--- config.mk ---
export PLATFORM = sky130hd
export DESIGN_NAME = sdrv_queue
export DESIGN_NICKNAME = d
export VERILOG_FILES = /design/src/rtl/core/sdrv_pkg.sv /design/src/rtl/core/sdrv_queue.sv
export SDC_FILE = /design/constraint.sdc
export NUM_CORES = 1
export LEC_CHECK = 0
export ABC_CLOCK_PERIOD_IN_PS = 1400
export BUFFER_PORTS_ARGS = -buffer_cell sky130_fd_sc_hd__buf_2
export CORE_MARGIN = 10
export CORE_UTILIZATION = 40
export DETAILED_ROUTE_END_ITERATION = 10
export PLACE_DENSITY_LB_ADDON = 0.2
export SETUP_SLACK_MARGIN = 0.5
export SYNTH_ARGS = -nofsm -noshare
export SYNTH_HDL_FRONTEND = slang
export SYNTH_SLANG_ARGS = --single-unit
--- constraint.sdc ---
create_clock -name clk -period 1.4 [get_ports clk]
set_clock_uncertainty 0.05 [all_clocks]
set_input_delay 0.28 -clock clk [delete_from_list [all_inputs] [get_ports clk]]
set_output_delay 0.28 -clock clk [all_outputs]
set_load 0.01 [all_outputs]
--- src/rtl/core/sdrv_pkg.sv ---
// ----------------------------------------------------------------------------
// sdrv_pkg: shared types and constants of the three-phase sine drive
// Item formats, command classes, status codes, register indexes and the
// elaboration-time generator of the quarter-wave cosine table.
// ----------------------------------------------------------------------------
package sdrv_pkg;

  typedef struct packed {
    logic [1:0] action;
    logic       outputs_enabled;
    logic       enable_ok;
  } in_item_t;

  typedef struct packed {
    logic [1:0]         status;
    logic               duties_valid;
    logic [15:0]        duty_a;
    logic [15:0]        duty_b;
    logic [15:0]        duty_c;
    logic               cut_request;
    logic               running;
    logic signed [31:0] present_step;
    logic [31:0]        angle;
  } out_item_t;

  typedef struct packed {
    logic [9:0]         amplitude_pm;
    logic signed [31:0] target_step;
    logic [23:0]        ramp_step;
    logic [30:0]        max_step;
    logic [15:0]        period_top;
  } cfg_t;

  localparam logic [1:0] ACT_TICK  = 2'd0;
  localparam logic [1:0] ACT_START = 2'd1;
  localparam logic [1:0] ACT_STOP  = 2'd2;

  localparam logic [1:0] CMD_TICK  = 2'd0;
  localparam logic [1:0] CMD_START = 2'd1;
  localparam logic [1:0] CMD_STOP  = 2'd2;
  localparam logic [1:0] CMD_NOP   = 2'd3;

  typedef struct packed {
    logic [1:0] kind;
    logic       outs_on;
    logic       en_ok;
    logic       over_limit;
  } cmd_t;

  localparam logic [1:0] ST_OK   = 2'd0;
  localparam logic [1:0] ST_OVER = 2'd1;
  localparam logic [1:0] ST_BUSY = 2'd2;
  localparam logic [1:0] ST_FAIL = 2'd3;

  localparam int unsigned CFG_IDX_W  = 3;
  localparam int unsigned CFG_DATA_W = 32;

  localparam logic [CFG_IDX_W-1:0] REG_AMPLITUDE  = 3'd0;
  localparam logic [CFG_IDX_W-1:0] REG_TARGET     = 3'd1;
  localparam logic [CFG_IDX_W-1:0] REG_RAMP       = 3'd2;
  localparam logic [CFG_IDX_W-1:0] REG_MAX_STEP   = 3'd3;
  localparam logic [CFG_IDX_W-1:0] REG_PERIOD_TOP = 3'd4;

  localparam logic [15:0] PERIOD_TOP_RESET = 16'd1023;
  localparam logic [9:0]  MAX_AMP_PM       = 10'd57;

  localparam logic [31:0] OFFSET_B = 32'h5555_5555;
  localparam logic [31:0] OFFSET_C = 32'hAAAA_AAAB;

  localparam logic [1:0]  LAST_PHASE = 2'd2;

  localparam logic signed [27:0] N_BIAS      = 28'sd16384000;
  localparam logic [30:0]        RECIP_1000  = 31'd1099511628;
  localparam logic [15:0]        DUTY_MAX    = 16'hFFFF;

  localparam longint HALF_PI_Q30 = 64'sd1686629713;

  // Entry i of a quarter wave with 2^abits intervals, Q0.15, from a Q30 series.
  function automatic logic [14:0] cos_entry(input int unsigned i, input int unsigned abits);
    longint x;
    longint x2;
    longint term;
    longint sum;
    longint res;
    x    = (HALF_PI_Q30 * longint'(i)) >>> abits;
    x2   = (x * x) >>> 30;
    term = 64'sd1 <<< 30;
    sum  = term;
    term = ((term * x2) >>> 30) / 2;   sum = sum - term;
    term = ((term * x2) >>> 30) / 12;  sum = sum + term;
    term = ((term * x2) >>> 30) / 30;  sum = sum - term;
    term = ((term * x2) >>> 30) / 56;  sum = sum + term;
    term = ((term * x2) >>> 30) / 90;  sum = sum - term;
    term = ((term * x2) >>> 30) / 132; sum = sum + term;
    term = ((term * x2) >>> 30) / 182; sum = sum - term;
    term = ((term * x2) >>> 30) / 240; sum = sum + term;
    term = ((term * x2) >>> 30) / 306; sum = sum - term;
    term = ((term * x2) >>> 30) / 380; sum = sum + term;
    if (sum < 0) begin
      sum = 0;
    end
    res = (sum * 32767 + (64'sd1 <<< 29)) >>> 30;
    return res[14:0];
  endfunction

endpackage

--- src/rtl/core/sdrv_queue.sv ---
// ----------------------------------------------------------------------------
// sdrv_queue: short command queue
// Two-entry first-in first-out store between intake and execution.
// ----------------------------------------------------------------------------
module sdrv_queue (
  input  logic           clk,
  input  logic           rst_n,
  input  logic           push,
  input  sdrv_pkg::cmd_t push_data,
  input  logic           pop,
  output sdrv_pkg::cmd_t pop_data,
  output logic           full,
  output logic           empty
);

  localparam int unsigned DEPTH = 2;
  localparam int unsigned PTR_W = $clog2(DEPTH);

  sdrv_pkg::cmd_t   mem_r [DEPTH];
  logic [PTR_W-1:0] wr_ptr_r;
  logic [PTR_W-1:0] rd_ptr_r;
  logic [PTR_W:0]   count_r;

  assign full     = (count_r == (PTR_W+1)'(DEPTH));
  assign empty    = (count_r == '0);
  assign pop_data = mem_r[rd_ptr_r];

  always_ff @(posedge clk) begin
    if (push) begin
      mem_r[wr_ptr_r] <= push_data;
    end
  end

  always_ff @(posedge clk) begin
    if (!rst_n) begin
      wr_ptr_r <= '0;
      rd_ptr_r <= '0;
      count_r  <= '0;
    end else begin
      if (push) begin
        wr_ptr_r <= (wr_ptr_r == PTR_W'(DEPTH-1)) ? '0 : wr_ptr_r + PTR_W'(1);
      end
      if (pop) begin
        rd_ptr_r <= (rd_ptr_r == PTR_W'(DEPTH-1)) ? '0 : rd_ptr_r + PTR_W'(1);
      end
      if (push && !pop) begin
        count_r <= count_r + (PTR_W+1)'(1);
      end else if (pop && !push) begin
        count_r <= count_r - (PTR_W+1)'(1);
      end
    end
  end

endmodule

### Word-level counts from Yosys, hierarchy flattened

Memories as Yosys holds them, arrays and structs flattened. A register that Yosys moved wholly into a read port is not among the register bits.
Cells that the tools add are included.
Widths: inputs -> output; s select.

| storage, ports and cells | value |
|---|---|
| memory bits (writable) | 10 |
| bits of input ports | 9 |
| register bits | 4 |
| output and inout port bits | 7 |
| word-level logic and storage cells | 23 |
| memories | 1 |

| cells by class | value |
|---|---|
| reduce and logical (&&, ||, !) cells | 6 |
| $add $sub $neg | 4 |
| muxes and demuxes | 8 |
| eq/ne operators | 1 |

Memories:

| name | words | width | read ports | clocked after Yosys merged registers in | write ports | line | text |
|---|---|---|---|---|---|---|---|
| mem_r | 2 | 5 | 1 | 1 | 1 | sdrv_queue.sv:19 | `sdrv_pkg::cmd_t mem_r [DEPTH];` |

Operator list:

| kind | count |
|---|---|
| $mux 1 | 6 |
| $mux 2 | 2 |
| $add 1x1->1 const B | 2 |
| $add 2x1->2 const B | 1 |
| $eq 2x2->1 const B | 1 |
| $logic_and 1x1->1 | 2 |
| $logic_not 1->1 | 2 |
| $logic_not 2->1 | 1 |
| $reduce_bool 2->1 | 1 |
| $sub 2x1->2 const B | 1 |

### Depth between registers and ports, before layout

| depth | value |
|---|---|
| depth in word-level cells | 4 |
| gate-level depth with buffers | 5 |
| gate-level depth less buffers | 5 |

### Worst setup path after synthesis

No wires, ideal clock.

| path | value |
|---|---|
| path kind | input-to-reg |
| start point | in pop |
| end point | reg count_r[1] |
| data arrival time | 1.055 ns |
| setup slack | 0.225 ns |
| library setup time | 0.070 ns |
| data required time | 1.280 ns |
| cell stages on the path | 4 |
| path through | inv_1 -> ha_1 -> or3_1 -> a21boi_1 |

| between the ends | value |
|---|---|
| word-level cells in the longest chain between the ends | 3 |
| elaborated cells between the ends (all ways) | 5 |

Ends and longest elaborated chain:

| element | line | text |
|---|---|---|
| from (decl) | sdrv_queue.sv:10 | `input logic pop,` |
| $logic_not 1->1 | sdrv_queue.sv:46 | `if (push && !pop) begin` |
| $logic_and 1x1->1 | sdrv_queue.sv:46 |  |
| $mux 2 or $reduce_bool 2->1 (tied branches) | - |  |
| to (signal assigned) | sdrv_queue.sv:47 | `count_r <= count_r + (PTR_W+1)'(1);` |
| to (signal assigned) | sdrv_queue.sv:49 | `count_r <= count_r - (PTR_W+1)'(1);` |
| to (decl) | sdrv_queue.sv:22 | `logic [PTR_W:0] count_r;` |

Several ways; a longest one is shown, not always the timed one.
A chain may end at the register's enable or synchronous reset.

==> results.sh <==
export IMPL_result_of_the_run="finished with violations"
export IMPL_violated_checks="negative setup slack"
export IMPL_final_hold_viol_count=0
export IMPL_area_growth_syn_to_layout_pct=42.8
export IMPL_cp_cell_sequence="mux2_4 > buf_6"
export IMPL_globalRouteOverflowTotal=0
export IMPL_synth_area_leader_cell="sky130_fd_sc_hd__edfxtp_1"
export IMPL_crit_path_max_incr_delay_ns=0.40
export IMPL_clk_path_buf_depth=2
export IMPL_detailedRoute_firstIterationViolations=8
export IMPL_number_of_enable_flip_flop_cells_after_synthesis=10
export IMPL_synth_area_top_cells="sky130_fd_sc_hd__edfxtp_1, sky130_fd_sc_hd__dfxtp_1, sky130_fd_sc_hd__mux2_2"
export IMPL_grt_pass1_wl_um=1690
export IMPL_drive_gt1_share_pct=62.1
export IMPL_grt_antenna_before_repair=0
export IMPL_hold_path_depth=1
export IMPL_netlist_area_um2=576
export IMPL_floorplan_initialDensity_pct=43.2
export IMPL_post_drt_via_cell_ratio=4.89
export IMPL_track_usage_pct=6.56
export IMPL_finalCriticalPeriod_ns=1.45
export IMPL_design_final_nets=69
export IMPL_filler_cells_inserted=108
export IMPL_io_buffers=15
export IMPL_final_max_slew_viol_count=0
export IMPL_crit_path_max_fanout=5
export IMPL_drc_violations_left=0
export IMPL_route_detailed_wl_per_inst_um=15.3
export IMPL_synth_xor_area_share_pct=4.57
export IMPL_tritoncts_clock_tree="yes"
export IMPL_utilization_pct=61.6
export IMPL_clock_latency_ns=0.28
export IMPL_p_total_mw=0.980
export IMPL_num_io_pins=16
export IMPL_fraction_of_the_mapped_netlist_area_in_compound_gates_pct=3.48
export IMPL_worst_path_dominant_cell_family="flip-flops"
export IMPL_worstHoldEndpoint="mem_r[0][3]"
export IMPL_syn_avg_cell_area_um2=15.6
export IMPL_maxCapViolCount=0
export IMPL_die_w_um=57.9
export IMPL_worst_path_clk_slew_ns=0.08
export IMPL_fmax_ghz=0.692
export IMPL_critPathLaunchType="flop"
export IMPL_postSynthNetCount=47
export IMPL_timing_critical_path_to_type="output pin"
export IMPL_crit_buf_inv=1
export IMPL_first_global_vias=375
export IMPL_core_area_mm2=0.00133
export IMPL_die_area_mm2=0.00336
export IMPL_post_route_period_util_pct=103
export IMPL_maximum_number_of_pins_on_one_net_before_global_route_repair=9
export IMPL_rr_endpoint="count_r[1]"
export IMPL_yosys_mux_area_fraction_pct=9.78
export IMPL_routabilityCongestion=0.704
export IMPL_synthArstFlopShare_pct=0
export IMPL_detailedRoute_firstPassIterationCount=4
export IMPL_ctsRootBufferMaster="sky130_fd_sc_hd__clkbuf_4"
export IMPL_grt_setup_unrepaired="true"
export IMPL_critical_path_class="reg -> out"
export IMPL_post_synth_fa_ha_maj_area_fraction_pct=2.17
export IMPL_critical_path_slowest_cell="sky130_fd_sc_hd__dfxtp_4"
export IMPL_synth_top_area_share_pct=52.2
export IMPL_antennaDiodeCount=0
export IMPL_post_synth_top_count_cell="sky130_fd_sc_hd__edfxtp_1"
export IMPL_synth_ff_latch_count=15
export IMPL_detail_route_wirelength_um=1120
export IMPL_dominantRegCellSynth="sky130_fd_sc_hd__edfxtp_1"
export IMPL_synth_yosys_warnings=0
export IMPL_required_arrival_time_at_the_worst_endpoint_ns=1.07
export IMPL_slew_limit_headroom_pct=87.3
export IMPL_r2r_worst_path_cells=4
export IMPL_hold_path_startpoint="push_data[3]"
export IMPL_number_of_library_cell_types_mapped_by_synthesis=15
export IMPL_reg2reg_setup_slack_ns=0.22
export IMPL_synth_top_family_by_area="multiplexers"
export IMPL_synthCells=37
export IMPL_powerDensity_mw_per_mm2=1190
export IMPL_netlist_top_cells_count="sky130_fd_sc_hd__edfxtp_1, sky130_fd_sc_hd__dfxtp_1, sky130_fd_sc_hd__mux2_2"
export IMPL_cts_htree_levels=1
export IMPL_fraction_of_the_yosys_area_taken_by_sequential_cells_pct=69.6
export IMPL_ir_drop_mv=0.623
export IMPL_setup_violations=5
export IMPL_power_static_leakage_nw=0.342
export IMPL_std_cell_rows=13
export IMPL_cp_arrival_ns=1.12
export IMPL_critical_path_reg2reg_startpoint="count_r[0]"
export IMPL_synth_simple_gate_area_share_pct=9.78
export IMPL_postRouteAntennaNets=0
export IMPL_tightestPinTransition_ns=0.189
export IMPL_vias=357
export IMPL_hold_class="in -> reg"
export IMPL_post_route_worst_setup_slack_ns=-0.0450
export IMPL_clock_sink_count=15
export IMPL_dp_final_hpwl_um=842
export IMPL_die_height_um=57.9
export IMPL_cts_buffers_inserted=3
export IMPL_finalSetupTns_ns=-0.219
## metrics by stage
stage / worst slack [ns] / instances / hold slack [ns] / area [µm²]
2_1_floorplan: 0.317 / 37 / 0.329 / 617
3_3_place_gp: 0.169 / 67 / 0.417 / 711
3_5_place_dp: 0.125 / 67 / 0.423 / 711
4_1_cts: -0.0556 / 72 / 0.133 / 803
5_1_grt: -0.0786 / 73 / 0.129 / 822
6_report: -0.0450 / 73 / 0.135 / 822
## cell type report
cell class	instances	area, µm²	share of cell area [%]
multi-input combinational	21	228	27.7
timing repair buffer	17	135	16.4
sequential	15	408	49.6
clock buffer	4	26.3	3.20
inverter	1	6.26	0.761
tap	15	18.8	2.28
## kinds of logic after synthesis
| family | after synthesis |
|---|---|
| flip-flops | 15 |
| AND/OR/NAND/NOR | 9 |
| multiplexers | 5 |
| AO/OA/AOI/OAI | 3 |
| XOR/XNOR | 3 |
| buffers and inverters | 1 |
| adder cells (fa/ha/maj) | 1 |
## what timing repair did
item,4_1_cts,5_1_grt
resized for setup,13,2
hold buffers,0,0
setup buffers,1,1
setup endpoints to repair,19,14
pin swaps,0,1
## placed cells by master, fill, tap and decap left out
master,synthesis,final
sky130_fd_sc_hd__dfxtp_1,5,1
sky130_fd_sc_hd__a21boi_1,1,1
sky130_fd_sc_hd__and2b_2,1,1
sky130_fd_sc_hd__xor2_2,0,1
sky130_fd_sc_hd__buf_2,0,9
sky130_fd_sc_hd__dfxtp_2,0,3
sky130_fd_sc_hd__mux2_4,0,5
sky130_fd_sc_hd__clkbuf_1,0,1
sky130_fd_sc_hd__nor2b_4,0,1
sky130_fd_sc_hd__xor2_1,2,1
sky130_fd_sc_hd__ha_4,0,1
sky130_fd_sc_hd__o21a_1,1,1
sky130_fd_sc_hd__xnor2_2,0,1
sky130_fd_sc_hd__and2_1,4,3
sky130_fd_sc_hd__o21ai_0,1,1
sky130_fd_sc_hd__buf_6,0,8
sky130_fd_sc_hd__dfxtp_4,0,1
sky130_fd_sc_hd__or3_1,1,1
sky130_fd_sc_hd__inv_4,0,1
sky130_fd_sc_hd__nor2b_1,2,1
sky130_fd_sc_hd__clkbuf_4,0,3
sky130_fd_sc_hd__edfxtp_1,10,10
sky130_fd_sc_hd__nor2_1,1,1
sky130_fd_sc_hd__and2_4,0,1
## sequential cells by signal, summed over array words and instances, names as in the netlist, named ones only
name	cells
wr_ptr_r	1
mem_r	10
count_r	2
rd_ptr_r	1
## how the worst max path moves through the flow
stage	startpoint	end	slack [ns]	cells after the start
6_report	flop	pop_data[3]	-0.05	2
5_1_grt	flop	pop_data[3]	-0.08	2
4_1_cts	flop	pop_data[0]	-0.06	2
3_5_place_dp	pop	count_r[1]	0.12	6
3_3_place_gp	pop	count_r[1]	0.17	6
2_1_floorplan	pop	count_r[1]	0.32	5
## routing by layer
layer  global-route usage, %  wire length, µm  part of all wire (%)
met3                    3.27               69                   6.2
met5                       0                0                     0
met4                    4.03               20                   1.8
met1                    6.27              389                    35
met2                    11.0              639                    57
## report_power, final
part | internal, mW | leakage [nW] | switching [mW]
combinational | 0.128 | 0.190 | 0.0818
sequential | 0.508 | 0.137 | 0.0217
clock | 0.111 | 0.0150 | 0.129
(Power assumes the default switching activity.)
