--- config.mk ---
export PLATFORM = sky130hd
export DESIGN_NAME = sdrv_front
export DESIGN_NICKNAME = d
export VERILOG_FILES = /design/src/rtl/core/sdrv_pkg.sv /design/src/rtl/core/sdrv_front.sv
export SDC_FILE = /design/constraint.sdc
export NUM_CORES = 1
export LEC_CHECK = 0
export ABC_CLOCK_PERIOD_IN_PS = 3100
export BUFFER_PORTS_ARGS = -buffer_cell sky130_fd_sc_hd__buf_2
export CAP_MARGIN = 15
export CORE_MARGIN = 10
export CORE_UTILIZATION = 37
export DETAILED_ROUTE_END_ITERATION = 12
export PLACE_DENSITY = 0.81
export SYNTH_ARGS = -nofsm -noshare
export SYNTH_HDL_FRONTEND = slang
export SYNTH_SLANG_ARGS = --single-unit
--- constraint.sdc ---
create_clock -name vclk -period 3.1
set_input_delay 0 -clock vclk [all_inputs]
set_output_delay 0 -clock vclk [all_outputs]
set_load 0.02 [all_outputs]
--- src/rtl/core/sdrv_pkg.sv ---
// ----------------------------------------------------------------------------
// sdrv_pkg: shared types and constants of the three-phase sine drive
// Item formats, command classes, status codes, register indexes and the
// elaboration-time generator of the quarter-wave cosine table.
// ----------------------------------------------------------------------------
package sdrv_pkg;

  typedef struct packed {
    logic [1:0] action;
    logic       outputs_enabled;
    logic       enable_ok;
  } in_item_t;

  typedef struct packed {
    logic [1:0]         status;
    logic               duties_valid;
    logic [15:0]        duty_a;
    logic [15:0]        duty_b;
    logic [15:0]        duty_c;
    logic               cut_request;
    logic               running;
    logic signed [31:0] present_step;
    logic [31:0]        angle;
  } out_item_t;

  typedef struct packed {
    logic [9:0]         amplitude_pm;
    logic signed [31:0] target_step;
    logic [23:0]        ramp_step;
    logic [30:0]        max_step;
    logic [15:0]        period_top;
  } cfg_t;

  localparam logic [1:0] ACT_TICK  = 2'd0;
  localparam logic [1:0] ACT_START = 2'd1;
  localparam logic [1:0] ACT_STOP  = 2'd2;

  localparam logic [1:0] CMD_TICK  = 2'd0;
  localparam logic [1:0] CMD_START = 2'd1;
  localparam logic [1:0] CMD_STOP  = 2'd2;
  localparam logic [1:0] CMD_NOP   = 2'd3;

  typedef struct packed {
    logic [1:0] kind;
    logic       outs_on;
    logic       en_ok;
    logic       over_limit;
  } cmd_t;

  localparam logic [1:0] ST_OK   = 2'd0;
  localparam logic [1:0] ST_OVER = 2'd1;
  localparam logic [1:0] ST_BUSY = 2'd2;
  localparam logic [1:0] ST_FAIL = 2'd3;

  localparam int unsigned CFG_IDX_W  = 3;
  localparam int unsigned CFG_DATA_W = 32;

  localparam logic [CFG_IDX_W-1:0] REG_AMPLITUDE  = 3'd0;
  localparam logic [CFG_IDX_W-1:0] REG_TARGET     = 3'd1;
  localparam logic [CFG_IDX_W-1:0] REG_RAMP       = 3'd2;
  localparam logic [CFG_IDX_W-1:0] REG_MAX_STEP   = 3'd3;
  localparam logic [CFG_IDX_W-1:0] REG_PERIOD_TOP = 3'd4;

  localparam logic [15:0] PERIOD_TOP_RESET = 16'd1023;
  localparam logic [9:0]  MAX_AMP_PM       = 10'd57;

  localparam logic [31:0] OFFSET_B = 32'h5555_5555;
  localparam logic [31:0] OFFSET_C = 32'hAAAA_AAAB;

  localparam logic [1:0]  LAST_PHASE = 2'd2;

  localparam logic signed [27:0] N_BIAS      = 28'sd16384000;
  localparam logic [30:0]        RECIP_1000  = 31'd1099511628;
  localparam logic [15:0]        DUTY_MAX    = 16'hFFFF;

  localparam longint HALF_PI_Q30 = 64'sd1686629713;

  // Entry i of a quarter wave with 2^abits intervals, Q0.15, from a Q30 series.
  function automatic logic [14:0] cos_entry(input int unsigned i, input int unsigned abits);
    longint x;
    longint x2;
    longint term;
    longint sum;
    longint res;
    x    = (HALF_PI_Q30 * longint'(i)) >>> abits;
    x2   = (x * x) >>> 30;
    term = 64'sd1 <<< 30;
    sum  = term;
    term = ((term * x2) >>> 30) / 2;   sum = sum - term;
    term = ((term * x2) >>> 30) / 12;  sum = sum + term;
    term = ((term * x2) >>> 30) / 30;  sum = sum - term;
    term = ((term * x2) >>> 30) / 56;  sum = sum + term;
    term = ((term * x2) >>> 30) / 90;  sum = sum - term;
    term = ((term * x2) >>> 30) / 132; sum = sum + term;
    term = ((term * x2) >>> 30) / 182; sum = sum - term;
    term = ((term * x2) >>> 30) / 240; sum = sum + term;
    term = ((term * x2) >>> 30) / 306; sum = sum - term;
    term = ((term * x2) >>> 30) / 380; sum = sum + term;
    if (sum < 0) begin
      sum = 0;
    end
    res = (sum * 32767 + (64'sd1 <<< 29)) >>> 30;
    return res[14:0];
  endfunction

endpackage

--- src/rtl/core/sdrv_front.sv ---
// ----------------------------------------------------------------------------
// sdrv_front: item intake and classification
// Decodes the action of each accepted item, checks the start limits and
// pushes one command into the queue toward the execution side.
// ----------------------------------------------------------------------------
module sdrv_front (
  input  logic              in_valid,
  output logic              in_stall,
  input  sdrv_pkg::in_item_t in_item,
  input  sdrv_pkg::cfg_t    cfg,
  input  logic              q_full,
  output logic              push_valid,
  output sdrv_pkg::cmd_t    push_cmd
);

  logic [31:0] target_mag;
  logic        over_limit;
  logic [1:0]  kind;

  assign target_mag = cfg.target_step[31] ? (~cfg.target_step + 32'd1) : cfg.target_step;
  assign over_limit = (cfg.amplitude_pm > sdrv_pkg::MAX_AMP_PM) ||
                      (target_mag > {1'b0, cfg.max_step});

  always_comb begin
    unique case (in_item.action)
      sdrv_pkg::ACT_TICK:  kind = sdrv_pkg::CMD_TICK;
      sdrv_pkg::ACT_START: kind = sdrv_pkg::CMD_START;
      sdrv_pkg::ACT_STOP:  kind = sdrv_pkg::CMD_STOP;
      default:             kind = sdrv_pkg::CMD_NOP;
    endcase
  end

  assign in_stall            = q_full;
  assign push_valid          = in_valid && !q_full;
  assign push_cmd.kind       = kind;
  assign push_cmd.outs_on    = in_item.outputs_enabled;
  assign push_cmd.en_ok      = in_item.enable_ok;
  assign push_cmd.over_limit = over_limit;

endmodule

---- Word-level counts from Yosys, hierarchy flattened ----
Index checks and enable logic that the tools add are counted.
Widths: inputs -> output; s select.
operators by class
  magnitude comparators ................... 2
  bitwise gates (word level) .............. 1
  equality and inequality tests ........... 2
  reductions and logical operators ........ 4
  $add $sub $neg .......................... 1
  muxes and demuxes ....................... 2
operators by type and width
  cell                   count
  $add 32x1->32 const B  1
  $gt 32x31->1           1
  $mux 32                1
  $not 32->32            1
  $gt 10x6->1 const B    1
  $pmux 2 s3             1
  $eq 2x1->1 const B     1
  $eq 2x2->1 const B     1
  $logic_not 2->1        1
  $logic_and 1x1->1      1
  $logic_not 1->1        1
  $logic_or 1x1->1       1
storage, ports and cells
  input port bits ......................... 119
  flip-flop bits (word level) ............. 0

---- Depth between registers and ports, before layout ----
Gate-level depths: netlist of run 1.
  depth in word-level cells ............... 5
  gate-level depth with buffers ........... 14

---- Least setup slack after synthesis of run 1 ----
OpenSTA, ideal clock, no wires.
  path kind ............................... input-to-output
  from .................................... input port cfg[71] (netlist bit)
  to ...................................... output port push_cmd[0] (netlist bit)
  data required time ...................... 3.100 ns
  path buffers ............................ 1
  arrival ................................. 3.166 ns
  slack ................................... -0.066 ns
  stages .................................. 14
  cells stage by stage .................... inv_1 ha_1 or3b_2 o41ai_1 and2_1 nand2_1 xor2_1 ha_1 nand4_1 nor2_1 a221o_1 a2111oi_0 a21oi_1 buf_4
on the way
  cells in the longest elaborated chain, start to end .. 5
RTL lines
  what                  line              text
  start: declaration    sdrv_front.sv:10  input sdrv_pkg::cfg_t cfg,
  $not 32->32           sdrv_front.sv:20  assign target_mag = cfg.target_step[31] ? (~cfg.target_step + 32'd1) : cfg.target_step;
  $add 32x1->32         sdrv_front.sv:20
  $mux 32 (*)           sdrv_front.sv:20
  $gt 32x31->1 (*)      sdrv_front.sv:22  (target_mag > {1'b0, cfg.max_step});
  $logic_or 1x1->1 (*)  sdrv_front.sv:21  assign over_limit = (cfg.amplitude_pm > sdrv_pkg::MAX_AMP_PM) ||
  end: declaration      sdrv_front.sv:13  output sdrv_pkg::cmd_t push_cmd
Mark *: on every way between the ends. The rest lies on a longest branch, timed or not.

==> results.txt, run 1 <==
----------------------------------------------------
[Status]
  Outcome ... finished with violations
  Failing checks ... setup timing

[Power and ir drop]
  VDD IR max ... about 66 uV
  Switching Power ... around 150 uW
  Switching share of total power ... 0.4905
  Fraction of power consumed by sequential logic ... 0
  Total power of the final layout ... between 300 and 400 uW
  Design internal power ... between 150 and 200 uW
  Combinational share of power ... 1.000
  Clock share of power ... 0
  Leakage power ... 0.001188 uW
  Power density relative to cell area ... about 140 nW/um^2

[Critical path]
  Worst setup path startpoint ... cfg[78]
  Biggest fanout along the worst timing path ... 4
  Peak per-stage delay on the critical path ... 550 ps
  Endpoint required time on the critical path ... 3100 ps
  Worst setup path endpoint ... push_cmd[0]
  Crit Path Category ... primary input to primary output
  Cells traversed along the worst timing path ... buf_6, or4_4, or4_4, or2_4, o41ai_4, xnor2_1, ha_1, nand3_2, buf_4, nor3_1, a2111oi_4, a21oi_1, buf_4
  Kind of end point of the critical path ... primary output
  Crit path max-delay cell type ... sky130_fd_sc_hd__or4_4
  Arrival time at the worst endpoint ... between 3000 and 4000 ps
  Nature of the critical path startpoint ... primary input

[Placed design]
  PortBufs ... 77
  Placer Congestion ... ~0.84
  Post-detailed-placement half-perimeter wirelength ... 4333 um

[Worst hold path]
  Hold path depth ... 0
  Class of the worst hold path ... primary input to primary output

[Floorplan]
  Num rows ... 23
  Core area ... between 3000 and 4000 sq um
  DIE HEIGHT ... 83.86 um
  Die area ... ~7000 sq um
  Die width ... around 84 um
  Number of top-level design ports ... between 100 and 150
  Effective utilization at floorplan ... 0.3800

[Synth]
  Complex-gate fraction of the synthesized area ... 0.2305
  Synth Area in Adders ... 0.2653
  Mapped Avg Cell Area ... 7.118 sq um
  Register area share after synthesis ... 0
  Post-synthesis xor/xnor area fraction ... 0.1683
  Synthesized cell area ... between 1500 and 2000 sq um
  Main combinational cell family by area after synthesis ... adder cells
  Cell count after synthesis ... 212
  Post-Synth Simple-Gate Area ... 0.2214
  Nets in the synthesized netlist ... approximately 360
  Number of distinct library cells after synthesis ... 34
  Mux contribution to synthesized area ... 0
  Ys Warns ... 0

[Drt]
  Met3 routed WL ... 271 um
  Post-route ant nets ... 0
  DRC violation count after routing ... 0
  Detailed-routing iteration count for the pre-antenna-repair pass ... 4
  Drt first-iter violations ... 55
  Highest Signal Layer ... met4
  Vias per std cell ... 5.050
  Vias post-DR ... 1833
  Met1 routed wirelength after detailed routing ... 2064 um
  Routed length on met2 ... around 2500 um
  Per-cell routed wire length ... 13.25 um
  Routed wire length ... between 4000 and 5000 um

[Timing]
  Min cycle time layout ... 3116 ps
  Max-slew violation count ... 0
  Final cycle utilization of the critical path ... 1.005
  Setup_tns ... -16.08 ps
  Measured slew at the worst slew-check pin ... between 800 and 900 ps
  Worst Slack Setup Final ... -16.08 ps
  Final count of hold timing violations ... 0
  Relative max-transition margin ... 0.4489
  RSZ-0062 raised after global routing ... yes
  Final setup viols ... 1
  Highest clock frequency the design can meet ... ~320 MHz

[GRT]
  Number of antenna violations at the first check in global routing ... 0
  Pin count of the biggest net entering global routing ... 25
  Global Route Usage Sum ... 0.1287
  Overflow after GRT ... 0
  Number of global-route vias before repair ... about 2000
  Wire length of the first global-routing pass ... 8314 um

[Finish]
  Total number of sequential cells ... 0
  Fraction of layout instances using a drive strength above 1 ... 0.4026
  Growth of design area from synthesis to finish ... 50.83%
  Post-layout net count ... 466
  Area taken by multi-input logic gates ... approximately 1400 sq um
  Total area of sequential cells ... 0 sq um
  Final antenna diode count ... 0
  Layout clock buffer count ... 0
  Filler Cells Inserted ... 369

[Flow run]
  Max-cap violations ... 0

[Clocking]
  Post-CTS Setup Inserts ... 0

----------------------------------------------------
## metrics by stage
| step | instance area, sq um | std cells | util | hold WS, ps | setup slack, ps |
|---|---|---|---|---|---|
| global route | 2276 | 363 | 0.5731 | 0.03677 | -120.3 |
| CTS | 2265 | 363 | 0.5703 | 0.1367 | -17.87 |
| finish | 2276 | 363 | 0.5731 | 0.007780 | -16.08 |
| detailed placement | 2170 | 363 | 0.5463 | 0.1367 | -262.5 |
| floorplan | 1523 | 212 | - | 78.11 | 16.35 |
| global placement | 2170 | 363 | 0.5463 | 0.1367 | -191.8 |
## layout make-up
cell class | instances | share of cell area
well taps | 50 | 0.02749
inverters | 33 | 0.05443
repair buffers | 110 | 0.2848
multi-input cells | 170 | 0.6333
## synth_stat cells (2+ instances only)
cell	number	area (sq um)
sky130_fd_sc_hd__a21o_1	3	22.52
sky130_fd_sc_hd__a21oi_1	12	60.06
sky130_fd_sc_hd__a221o_1	2	20.02
sky130_fd_sc_hd__buf_4	4	30.03
sky130_fd_sc_hd__clkbuf_1	5	18.77
sky130_fd_sc_hd__ha_1	32	400.4
sky130_fd_sc_hd__inv_1	33	123.9
sky130_fd_sc_hd__nand2_1	16	60.06
sky130_fd_sc_hd__nand2b_1	2	12.51
sky130_fd_sc_hd__nand3_1	7	35.03
sky130_fd_sc_hd__nand4_1	6	37.54
sky130_fd_sc_hd__nor2_1	3	11.26
sky130_fd_sc_hd__nor2b_1	2	12.51
sky130_fd_sc_hd__nor3_1	3	15.01
sky130_fd_sc_hd__nor4_1	4	25.02
sky130_fd_sc_hd__o21ai_0	12	60.06
sky130_fd_sc_hd__o31ai_1	10	75.07
sky130_fd_sc_hd__o41ai_1	6	52.55
sky130_fd_sc_hd__or4_1	6	45.04
sky130_fd_sc_hd__or4_4	3	33.78
sky130_fd_sc_hd__xnor2_1	23	201.4
sky130_fd_sc_hd__xor2_1	6	52.55
## cell usage in the layout, fill, tap and decap left out, drive strengths merged, types with 4 or more instances in the layout
cell type    n
nand2       16
xor2         6
inv         33
nor4         4
nand3        7
ha          32
o31ai       10
a21oi       12
o41ai        7
nand4        6
o21ai       12
or4          9
xnor2       23
buf        110
## what timing repair did
item,in CTS,in global routing
pin swaps,11,1
resized for setup,16,2
hold endpoints to repair,0,0
hold buffers,0,0
setup endpoints to repair,1,1
## logic make-up (layout without fill, tap and decap cells)
family,Yosys count,after routing
buf+inv,42,143
xor+xnor,29,29
simple gates,58,58
fa+ha+maj,32,32
compound gates,51,51
## worst max-delay path: cells and delay by family
family	cells	cell delay (ps)
AND/OR/NAND/NOR	5	1760
XOR/XNOR	1	110
buffers and inverters	3	410
AO/OA/AOI/OAI	3	500
adder cells (fa/ha/maj)	1	320
## worst min-delay path by stage
stage	from	end	slack [ps]
CTS	in_item[1]	push_cmd[2]	0.1
global route	in_item[2]	push_cmd[3]	0.04
finish	in_item[2]	push_cmd[3]	0.008
global placement	in_item[1]	push_cmd[2]	0.1
detailed placement	in_item[1]	push_cmd[2]	0.1
floorplan	q_full	push_valid	80
## power by group through the flow
stage	registers, uW	logic, uW	clock network (uW)
CTS	0	309	0
global placement	0	283	0
global route	0	355	0
floorplan	0	171	0
finish	0	310	0
detailed placement	0	293	0
## per-layer routing
metal,global-route usage,vias to the layer above
met2,0.2488,48
met5,0,-
met4,0.003044,0
met1,0.1479,807
met3,0.02344,2
li1,-,976
Note: power is estimated with default switching activity, not from simulation.
==> run 2: changes to the inputs <==
Settings changed: ABC_CLOCK_PERIOD_IN_PS 3100 to 2550.
Clock period 3.1 ns to 2.55 ns, I/O delays scaled along.
==> results.txt, run 2 (same netlist as run 1, synthesis figures left out) <==
----------------------------------------------------
[Drt]
  DRC violation count after routing ... 0
  Per-cell routed wire length ... 13.58 um
  Post-route ant nets ... 0
  Routed wire length ... 5105 um
  Detailed-routing iteration count for the pre-antenna-repair pass ... 4
  Drt first-iter violations ... between 90 and 100
  Vias per std cell ... about 5.1
  Vias post-DR ... about 1900

[Clocking]
  Post-CTS Setup Inserts ... 0
  Number of hold buffers added after cts ... 0

[Critical path]
  Kind of end point of the critical path ... primary output
  Kind of cell adding the most delay to the critical path ... compound AO/OA/AOI/OAI gates
  Nature of the critical path startpoint ... primary input
  Biggest fanout along the worst timing path ... 4
  Peak per-stage delay on the critical path ... 550 ps
  Cells traversed along the worst timing path ... buf_2, or4_4, or4_4, buf_4, o31ai_2, xnor2_1, ha_1, a21oi_1, o21ai_0, a221o_1, a2111oi_4, a21oi_1, buf_4
  Crit path max-delay cell type ... sky130_fd_sc_hd__or4_4
  Arrival time at the worst endpoint ... ~3200 ps
  Crit Path Category ... primary input to primary output
  Endpoint required time on the critical path ... 2550 ps
  Number of buffers and inverters on the critical path ... 3

[Flow run]
  Max-cap violations ... 0

[Placed design]
  Placer Congestion ... between 0.8 and 0.9
  Placed inst area ... 2267 sq um
  Post-detailed-placement half-perimeter wirelength ... about 4500 um
  PortBufs ... a little under 80

[Floorplan]
  Core area ... slightly below 4000 sq um
  Num rows ... 23
  Die area ... about 7000 sq um
  Effective utilization at floorplan ... 0.3800
  Number of top-level design ports ... ~130
  DIE HEIGHT ... approximately 84 um
  Die width ... 83.86 um

[Worst hold path]
  Class of the worst hold path ... primary input to primary output
  Hold path depth ... 0
  Hold path startpoint ... in_item[2]
  Hold Crit Endpoint ... push_cmd[3]

[Timing]
  Final setup viols ... 1
  Hold Slack ... just under 0.008 ps
  Final cycle utilization of the critical path ... 1.254
  Setup_tns ... -647.5 ps
  Highest clock frequency the design can meet ... between 300 and 400 MHz
  RSZ-0062 raised after global routing ... yes
  Measured slew at the worst slew-check pin ... 756.4 ps
  Min cycle time layout ... ~3200 ps
  Final count of hold timing violations ... 0
  Max-slew violation count ... 0
  Worst Slack Setup Final ... -647.5 ps
  Relative max-transition margin ... 0.4891

[Finish]
  Final antenna diode count ... 0
  Filler Cells Inserted ... 372
  Final instance area ... between 2000 and 2500 sq um
  Layout clock buffer count ... 0
  Fraction of layout instances using a drive strength above 1 ... 0.4202
  Highest-count cells in the layout ignoring fill and taps ... sky130_fd_sc_hd__buf_2, sky130_fd_sc_hd__buf_4, sky130_fd_sc_hd__inv_1, sky130_fd_sc_hd__ha_1, sky130_fd_sc_hd__xnor2_1
  Growth of design area from synthesis to finish ... 54.97%
  Commonest non-fill, non-tap cell in the layout ... sky130_fd_sc_hd__buf_2
  Total number of sequential cells ... 0
  Total area of sequential cells ... 0 sq um
  Post-layout net count ... around 480
  Post-layout util ... 0.5888
  Area taken by multi-input logic gates ... ~1400 sq um

[GRT]
  GR Util met1 ... 0.1568
  Global Route Usage Sum ... 0.1343
  Number of global-route vias before repair ... between 1500 and 2000
  Global-route met2 utilization ... 0.2523
  Highest-utilization routing layer at the global route stage ... met2
  Number of antenna violations at the first check in global routing ... 0
  Pin count of the biggest net entering global routing ... 18
  Wire length of the first global-routing pass ... about 8500 um
  Grt met3 use ... 0.02246
  Overflow after GRT ... 0

[Power and ir drop]
  VDD IR max ... 78.62 uV
  Total power of the final layout ... about 390 uW
  Leakage power ... roughly 0.0012 uW
  Power density relative to cell area ... 165.2 nW/um^2

[Status]
  Outcome ... finished with violations
  Failing checks ... setup timing

----------------------------------------------------
## run 2: cell type report
type | count | share of cell area
Multi-Input combinational cell | 170 | 0.6014
Timing Repair Buffer | 123 | 0.3189
Inverter | 33 | 0.05297
Tap cell | 50 | 0.02675
## run 2: how the worst max path moves through the flow
stage                 start          end  slack (ps)  cells after the start
floorplan           cfg[84]  push_cmd[0]        -470                     12
global placement    cfg[84]  push_cmd[0]        -600                     13
detailed placement  cfg[86]  push_cmd[0]        -690                     12
CTS                 cfg[78]  push_cmd[0]        -610                     12
global route        cfg[76]  push_cmd[0]        -740                     12
finish              cfg[76]  push_cmd[0]        -650                     13
## run 2: where the power goes
group / leakage (uW) / switching, uW / internal (uW)
sequential: 0 / 0 / 0
clock: 0 / 0 / 0
combinational: 0.00122 / 186 / 200
## run 2: repair_timing
action	4_1_cts	5_1_grt
cloned	0	0
setup endpoints to repair	1	1
resized for setup	10	2
pin swaps	8	4
## run 2: per-layer routing
layer	up-vias	share of wire
met5	-	0
met4	0	0.014
met3	8	0.058
met2	66	0.50
met1	836	0.42
li1	1001	-
## run 2: per-stage QoR
step | std cells | worst slack (ps)
floorplan | 212 | -470.0
global placement | 376 | -599.6
detailed placement | 376 | -685.6
CTS | 376 | -610.7
global route | 376 | -737.4
finish | 376 | -647.5
==> run 3: changes to the inputs <==
--- a/config.mk
+++ b/config.mk
@@ -7,3 +7,3 @@
 export LEC_CHECK = 0
-export ABC_CLOCK_PERIOD_IN_PS = 2550
+export ABC_CLOCK_PERIOD_IN_PS = 3840
 export BUFFER_PORTS_ARGS = -buffer_cell sky130_fd_sc_hd__buf_2
@@ -11,5 +11,5 @@
 export CORE_MARGIN = 10
-export CORE_UTILIZATION = 37
+export CORE_UTILIZATION = 44
 export DETAILED_ROUTE_END_ITERATION = 12
-export PLACE_DENSITY = 0.81
+export PLACE_DENSITY = 0.9
 export SYNTH_ARGS = -nofsm -noshare
==> constraint.sdc (replaced) <==
create_clock -name vclk -period 3.84
set_input_delay 0.576 -clock vclk [all_inputs]
set_output_delay 0.576 -clock vclk [all_outputs]
set_load 0.02 [all_outputs]
==> results.txt, run 3 (same netlist as run 1, synthesis figures left out) <==
----------------------------------------------------
[Status]
  Outcome ... finished with violations
  Failing checks ... setup timing

[Timing]
  Final cycle utilization of the critical path ... 1.121
  Final count of hold timing violations ... 0
  Setup_tns ... -463.8 ps
  Max-slew violation count ... 0
  Measured slew at the worst slew-check pin ... about 470 ps
  RSZ-0062 raised after global routing ... yes
  Final setup viols ... 1
  Worst Slack Setup Final ... -463.8 ps
  Relative max-transition margin ... 0.6813
  Min cycle time layout ... between 4000 and 5000 ps
  Highest clock frequency the design can meet ... about 230 MHz

[Finish]
  Non-filler cells, final ... 372
  Area taken by multi-input logic gates ... about 1400 sq um
  Growth of design area from synthesis to finish ... 55.80%
  Post-layout net count ... between 400 and 500
  Layout clock buffer count ... 0
  Final antenna diode count ... 0
  Total area of sequential cells ... 0 sq um
  Filler Cells Inserted ... between 200 and 300
  Fraction of layout instances using a drive strength above 1 ... 0.4233
  Total number of sequential cells ... 0
  Highest-count cells in the layout ignoring fill and taps ... sky130_fd_sc_hd__buf_2, sky130_fd_sc_hd__buf_4, sky130_fd_sc_hd__inv_1, sky130_fd_sc_hd__ha_1, sky130_fd_sc_hd__xnor2_1
  Commonest non-fill, non-tap cell in the layout ... sky130_fd_sc_hd__buf_2

[Worst hold path]
  Class of the worst hold path ... primary input to primary output
  Hold path depth ... 0

[Floorplan]
  Effective utilization at floorplan ... 0.4522
  Num rows ... 21
  Core area ... 3337 sq um
  Die width ... approximately 80 um
  Die area ... about 6200 sq um
  Number of top-level design ports ... roughly 130
  DIE HEIGHT ... about 79 um

[Critical path]
  Cells traversed along the worst timing path ... buf_6, or4_4, or4_4, or2_4, o31ai_4, xnor2_1, ha_1, nand4_1, nor2_1, a221o_1, a2111oi_2, a21oi_1, buf_4
  Crit path max-delay cell type ... sky130_fd_sc_hd__or4_4
  Biggest fanout along the worst timing path ... 4
  Peak per-stage delay on the critical path ... 560 ps
  Kind of end point of the critical path ... primary output
  Crit path top cell by count ... sky130_fd_sc_hd__or4_4
  Arrival time at the worst endpoint ... about 3700 ps
  Nature of the critical path startpoint ... primary input
  Crit Path Category ... primary input to primary output
  Endpoint required time on the critical path ... ~3300 ps

[Power and ir drop]
  Fraction of power consumed by sequential logic ... 0
  Design internal power ... ~140 uW
  Power density relative to cell area ... around 110 nW/um^2
  VDD IR max ... 66.10 uV
  Total power of the final layout ... roughly 260 uW
  Switching share of total power ... 0.4852
  Leakage power ... 0.001238 uW
  Switching Power ... 128.1 uW
  Combinational share of power ... 1.000
  Clock share of power ... 0

[GRT]
  Number of global-route vias before repair ... just over 2000
  Pin count of the biggest net entering global routing ... 25
  Overflow after GRT ... 0
  Wire length of the first global-routing pass ... 8528 um
  Number of antenna violations at the first check in global routing ... 0
  Global Route Usage Sum ... 0.1559

[Placed design]
  Placed instance count ... 371
  Placer Congestion ... approximately 0.87
  Post-detailed-placement half-perimeter wirelength ... between 4000 and 5000 um
  PortBufs ... 77
  Pre-CTS WS ... -580.3 ps

[Flow run]
  Max-cap violations ... 0

[Drt]
  Drt first-iter violations ... 117
  DRC violation count after routing ... 0
  Vias per std cell ... roughly 5.3
  Routed wire length ... about 5400 um
  Vias post-DR ... between 1500 and 2000
  Per-cell routed wire length ... around 15 um
  Detailed-routing iteration count for the pre-antenna-repair pass ... 4
  Post-route ant nets ... 0

[Clocking]
  Number of hold buffers added after cts ... 0

----------------------------------------------------
==> run 3: worst paths after layout <==
check,start,to,slack [ps]
max,cfg[84],push_cmd[0],-460
min,in_item[0],push_cmd[1],1150
==> run 3: metrics by stage <==
| stage | utilization | cell area, sq um | hold slack (ps) |
|---|---|---|---|
| final | 0.7045 | 2351 | 1152 |
| after global placement | 0.6757 | 2255 | 1152 |
| after floorplan | - | 1523 | 1230 |
| after detailed placement | 0.6757 | 2255 | 1152 |
| after global routing | 0.7045 | 2351 | 1152 |
| after CTS | 0.6892 | 2300 | 1152 |
==> run 3: power by group through the flow <==
stage               sequential [uW]  combinational, uW  clock [uW]
finish                            0                264           0
global route                      0                295           0
CTS                               0                256           0
detailed placement                0                248           0
global placement                  0                235           0
floorplan                         0                138           0
==> run 3: metal layers <==
metal / GRT usage / up-vias / wire (um)
met5: 0 / - / 0
met4: 0.02151 / 0 / 70
met3: 0.03189 / 6 / 398
met2: 0.3125 / 67 / 2950
met1: 0.1636 / 910 / 2027
li1: - / 996 / -
==> run 3: final cells by class <==
cell class / count / share of cell area
Inverter: 33 / 0.05269
Multi-Input combinational cell: 170 / 0.6056
Timing Repair Buffer: 123 / 0.3172
Tap cell: 46 / 0.02448
==> run 3: timing repair <==
action	4_1_cts	5_1_grt
endpoints found under the hold margin	0	0
setup endpoints to repair	1	1
gates resized for setup	9	8
pin swaps	9	4
buffers inserted	0	1
==> run 3: critical path: cells and delay by family <==
kind / cells / cell delay (ps)
AND/OR/NAND/NOR: 5 / 1650
adder cells (fa/ha/maj): 1 / 260
AO/OA/AOI/OAI: 4 / 820
buffers and inverters: 2 / 270
XOR/XNOR: 1 / 150
